**src/ptst_pkg.sv**
```systemverilog
// Shared types and constants for the per-PC latency statistics table.
// Used by the table memory, the update datapath and the top level.
`default_nettype none

package ptst_pkg;

  localparam int IDX_W   = 12;
  localparam int CNT_W   = 27;
  localparam int OP_W    = 8;
  localparam int DUR_W   = 32;
  localparam int TOTAL_W = 59;
  localparam int SQ_W    = 64;
  localparam int CFG_W   = 27;

  localparam logic [CNT_W-1:0] RESET_COUNT_LIMIT = 27'd100000000;
  localparam logic [OP_W-1:0]  NOP_OPCODE        = 8'd0;

  // Item functions.
  localparam logic FUNC_RECORD = 1'b0;
  localparam logic FUNC_READ   = 1'b1;

  // Configuration register indexes.
  localparam logic CFG_ENABLE      = 1'b0;
  localparam logic CFG_COUNT_LIMIT = 1'b1;

  // One table entry as held in memory.
  typedef struct packed {
    logic [CNT_W-1:0]   count;
    logic [OP_W-1:0]    opcode;
    logic [TOTAL_W-1:0] total;
    logic [SQ_W-1:0]    squares;
    logic [DUR_W-1:0]   smallest;
    logic [DUR_W-1:0]   largest;
  } entry_t;

  // Latched request fields seen by the update datapath.
  typedef struct packed {
    logic               func;
    logic [OP_W-1:0]    opcode;
    logic [DUR_W-1:0]   duration;
    logic [SQ_W-1:0]    square;
  } req_t;

  // Configuration as seen by the update datapath.
  typedef struct packed {
    logic               enable;
    logic [CNT_W-1:0]   count_limit;
  } cfg_t;

endpackage

`default_nettype wire

```
**src/ptst_upd.sv**
```systemverilog
// Read-modify-write datapath: folds one sample into an entry, updates the
// NOP base cost and forms the result view. Depends on ptst_pkg.
`default_nettype none

module ptst_upd
  import ptst_pkg::*;
(
  input  wire entry_t             old_entry,
  input  wire req_t               req,
  input  wire cfg_t               cfg,
  input  wire logic [DUR_W-1:0]   base_cost,
  output entry_t                  new_entry,
  output logic                    wr_en,
  output entry_t                  view,
  output logic [DUR_W-1:0]        base_cost_nxt
);

  logic   record;
  logic   grow;
  logic   nop_hit;
  entry_t shown;

  always_comb begin
    record  = (req.func == FUNC_RECORD) && cfg.enable;
    grow    = record && (old_entry.count < cfg.count_limit);
    nop_hit = record && (req.opcode == NOP_OPCODE) &&
              ((base_cost == '0) || (req.duration < base_cost));

    new_entry       = old_entry;
    new_entry.count = old_entry.count + 27'd1;
    if (old_entry.count == '0) begin
      new_entry.opcode   = req.opcode;
      new_entry.total    = TOTAL_W'(req.duration);
      new_entry.squares  = req.square;
      new_entry.smallest = req.duration;
      new_entry.largest  = req.duration;
    end else begin
      new_entry.total   = old_entry.total + TOTAL_W'(req.duration);
      new_entry.squares = old_entry.squares + req.square;
      if (req.duration < old_entry.smallest) begin
        new_entry.smallest = req.duration;
      end
      if (req.duration > old_entry.largest) begin
        new_entry.largest = req.duration;
      end
    end

    wr_en = grow;
    shown = grow ? new_entry : old_entry;

    // Fields of an empty entry were never written and are shown as zero.
    view = '0;
    view.count = shown.count;
    if (shown.count != '0) begin
      view = shown;
    end

    base_cost_nxt = nop_hit ? req.duration : base_cost;
  end

endmodule

`default_nettype wire

```
**config.mk**
```make
export PLATFORM = sky130hd
export DESIGN_NAME = ptst_upd
export DESIGN_NICKNAME = d
export VERILOG_FILES = /design/src/ptst_pkg.sv /design/src/ptst_upd.sv
export SDC_FILE = /design/constraint.sdc
export NUM_CORES = 1
export LEC_CHECK = 0
export BUFFER_PORTS_ARGS = -buffer_cell sky130_fd_sc_hd__buf_2
export CAP_MARGIN = 5
export CORE_AREA = 10 10 332 334
export DETAILED_ROUTE_END_ITERATION = 7
export DIE_AREA = 0 0 342 344
export GPL_TIMING_DRIVEN = 0
export SLEW_MARGIN = 20
export SYNTH_ARGS = -nofsm -noshare
export SYNTH_HDL_FRONTEND = slang
export SYNTH_SLANG_ARGS = --single-unit
```
**constraint.sdc**
```tcl
create_clock -name vclk -period 9.6
set_clock_uncertainty 0.2 [all_clocks]
set_input_delay 0.96 -clock vclk [all_inputs]
set_output_delay 0.96 -clock vclk [all_outputs]
set_load 0.01 [all_outputs]
```
Word-level counts from Yosys, hierarchy flattened:

Cells that the tools add are included.

* bits in registers: 0
* input port bits: 387
* output and inout bits: 477
* word-level logic and storage cells: 24

* add/subtract/negate cells: 3
* order comparisons: 4
* multiplexer cells: 7
* bitwise operators: 1
* reductions and logical operators: 9

Operator list (count)
* $mux W222: 1
* $mux W195: 1
* $mux W187: 1
* $mux W32: 3
* $add A64 B64 Y64: 1
* $lt A32 B32 Y1: 2
* $add A59 B32 Y59: 1
* $gt A32 B32 Y1: 1
* $logic_not A32 Y1: 1
* $add A27 B1 Y27 const B: 1
* $logic_not A27 Y1: 1
* $lt A27 B27 Y1: 1
* $reduce_bool A27 Y1: 1
* $logic_not A8 Y1: 1
* $mux W8: 1
* $logic_and A1 B1 Y1: 4
* $logic_or A1 B1 Y1: 1
* $not A1 Y1: 1

Logic depth before layout (Yosys ltp):

* word-level depth: 6
* gate-level depth with buffers: 16
* mapped depth without buffers: 13

Worst setup path after synthesis:

Ideal clock, no wire load.

* path type: input-to-output
* start: input old_entry[64] in the netlist's numbering
* end: output view[124] in the netlist's numbering
* data arrival time: 4122 ps
* data required time: 8440 ps
* path slack: 4318 ps
* cell stages on the path: 14
* buffers on the path: 1
* cell sequence: ha_1 > inv_1 > fa_1 > nor2b_1 > o31a_1 > o21ai_0 > a2111oi_0 > o31a_1 > clkbuf_1 > a31oi_1 > o21ai_1 > a31o_1 > nand4b_1 > a211oi_1

RTL lines
* start: declaration: RTL line ptst_upd.sv:8 `input wire entry_t old_entry,`
* end: declaration: RTL line ptst_upd.sv:14 `output entry_t view,`

==> flow_metrics.tcl <==
set metrics [dict create \
    status "finished, final reports clean" \
    min_period_over_period 0.755 \
    crit_path_start_kind "input pin" \
    dp_slack_ns 2.14 \
    grtUsageTotal 0.241 \
    maxCapViolCount 0 \
    wl_met1_um 67200 \
    grt-ovfl-total 0 \
    num_vias 25600 \
    gp_congestion 0.988 \
    synth.distinct_cells 76 \
    synth_seq_area_share 0 \
    fin_crit_ns 7.25 \
    final_cell_area_um2 22900 \
    dr_wl_met2_um 65500 \
    routedWlPerCell_um 30.8 \
    drt.antenna.violating_nets 0 \
    finalSetupTns_ns 0 \
    cts_resized 0 \
    timing.slew.headroom 0.0265 \
    syn_nets 3301 \
    fmax_mhz 138 \
    port_buffers 860 \
    crit_start "old_entry[203]" \
    dr.pass1.iters 6 \
    drt_wl_total_um 153000 \
    row_count 118 \
    seq_area_um2 0 \
    crit_fanout 10 \
    dr.first_iter.drc_count 2685 \
    crit_chain "buf_2 > ha_1 > a21o_1 > a211o_1 > a41oi_1 > o31ai_1 > a311o_1 > inv_1 > clkbuf_2 > o2111ai_1 > a222oi_1 > o21ai_1 > nor3_4 > buf_4 > buf_4 > a21oi_1 > buf_2" \
    end_kind "output port" \
    cp_slowest_cell "nor3_4" \
    viasPerCell 5.16 \
    crit_type "in -> out" \
    antenna_found_initial 41 \
    hold_viol_final 0 \
    hold_path_class "in -> out" \
    worst_pin_slew_ns 1.44 \
    crit_end "view[133]" \
    chipHeight_um 344 \
    area_growth_pct 38.2 \
    fp.coreArea_um2 103000 \
    drive_above_1_share 0.284 \
    die_area_um2 118000 \
    wl_met3_um 14300 \
    avgSynthCellArea_um2 6.14 \
    postPlaceCellArea_um2 22800 \
    syn_inst 2695 \
    initial_utilization 0.160 \
    setup_viol 0 \
    arrival_ns 6.09 \
    maxUsedRoutingLayer "met5" \
    final_max_slew_viol_count 0 \
    critical-path-max-stage-delay_ns 0.72 \
    required_ns 8.44 \
    post-route-worst-setup-slack_ns 2.35 \
    post-cts-setup-buffers 0 \
    rsz0062_at_grt "no" \
    drcViolationCount 0 \
    grt_max_degree 12 \
    io_pins 864 \
    final_nets 4172 \
    yosysWarnings 0 \
    n_clock_buffer 0 \
    hpwl_um 133000 \
    grt_pass1_wl_um 203000 \
    die_x_um 342 \
    cts_hold_buf 0 \
    seq_cell_count 0 \
    synth_area_um2 16500 \
    grt_pass1_vias 24500 \
]
[layer usage]
layer | track usage | vias up
met4 | 0.0717 | 14
met2 | 0.376 | 1556
met1 | 0.325 | 12300
li1 | - | 11500
met5 | 0 | -
met3 | 0.0585 | 229
[critical path, delay by kind of cell]
family          cells  cell delay [ns]
compound gates      9             2.14
buf+inv             6             1.83
simple gates        1             0.72
fa+ha+maj           1             0.34
[kinds of logic after synthesis]
| family | Yosys count | share of synthesized area |
|---|---|---|
| AO/OA/AOI/OAI | 785 | 0.299 |
| adder cells (fa/ha/maj) | 219 | 0.167 |
| AND/OR/NAND/NOR | 1087 | 0.303 |
| multiplexers | 105 | 0.0684 |
| XOR/XNOR | 147 | 0.0778 |
| buffers and inverters | 352 | 0.0845 |
[placed cells by master (no fill, tap or decap), drive strengths merged, types with 26 or more instances in the layout]
cell type | synthesis | layout
a31oi | 49 | 49
a21oi | 230 | 230
nor3 | 81 | 81
a311oi | 39 | 39
o21a | 26 | 26
inv | 176 | 176
xor2 | 58 | 58
nand3 | 90 | 90
xnor2 | 89 | 89
mux2 | 64 | 64
ha | 217 | 217
clkbuf | 138 | 138
a21o | 103 | 103
mux2i | 41 | 41
nor2 | 290 | 290
nand2 | 397 | 397
o21ai | 185 | 185
buf | 38 | 907
nand4 | 54 | 54
[Yosys cell counts, drive strengths merged, types with 41 or more instances]
master / number / area share
nor3: 81 / 0.026
a31oi: 49 / 0.019
xnor2: 89 / 0.047
nand3: 90 / 0.027
mux2i: 41 / 0.025
o21ai: 185 / 0.056
nand2: 397 / 0.090
xor2: 58 / 0.031
inv: 176 / 0.040
ha: 217 / 0.16
a21o: 103 / 0.047
a21oi: 230 / 0.070
mux2: 64 / 0.044
clkbuf: 138 / 0.031
nor2: 290 / 0.066
nand4: 54 / 0.020
[per-stage QoR]
stage	hold slack, ns	cells	utilization
after global placement	2.04	4935	0.219
after floorplan	1.80	2695	-
after global routing	2.06	4946	0.221
after detailed placement	2.04	4944	0.221
after CTS	2.04	4944	0.221
final	2.04	4957	0.222
[how the worst min path moves through the flow]
stage	slack, ns	from	depth (start not counted)	end
after floorplan	1.80	old_entry[195]	1	new_entry[195]
after global placement	2.04	req[41]	4	new_entry[105]
after detailed placement	2.04	req[62]	4	new_entry[126]
after CTS	2.04	req[62]	4	new_entry[126]
after global routing	2.06	req[41]	4	new_entry[105]
final	2.04	req[25]	4	new_entry[89]
[layout make-up]
cell class / count / area (um^2)
Tap cell: 1380 / 1730
Inverter: 176 / 661
Antenna cell: 13 / 32.5
Timing Repair Buffer: 869 / 4490
Multi-Input combinational cell: 2343 / 15200
Buffer: 176 / 776
Fill cell: 12000 / 80300
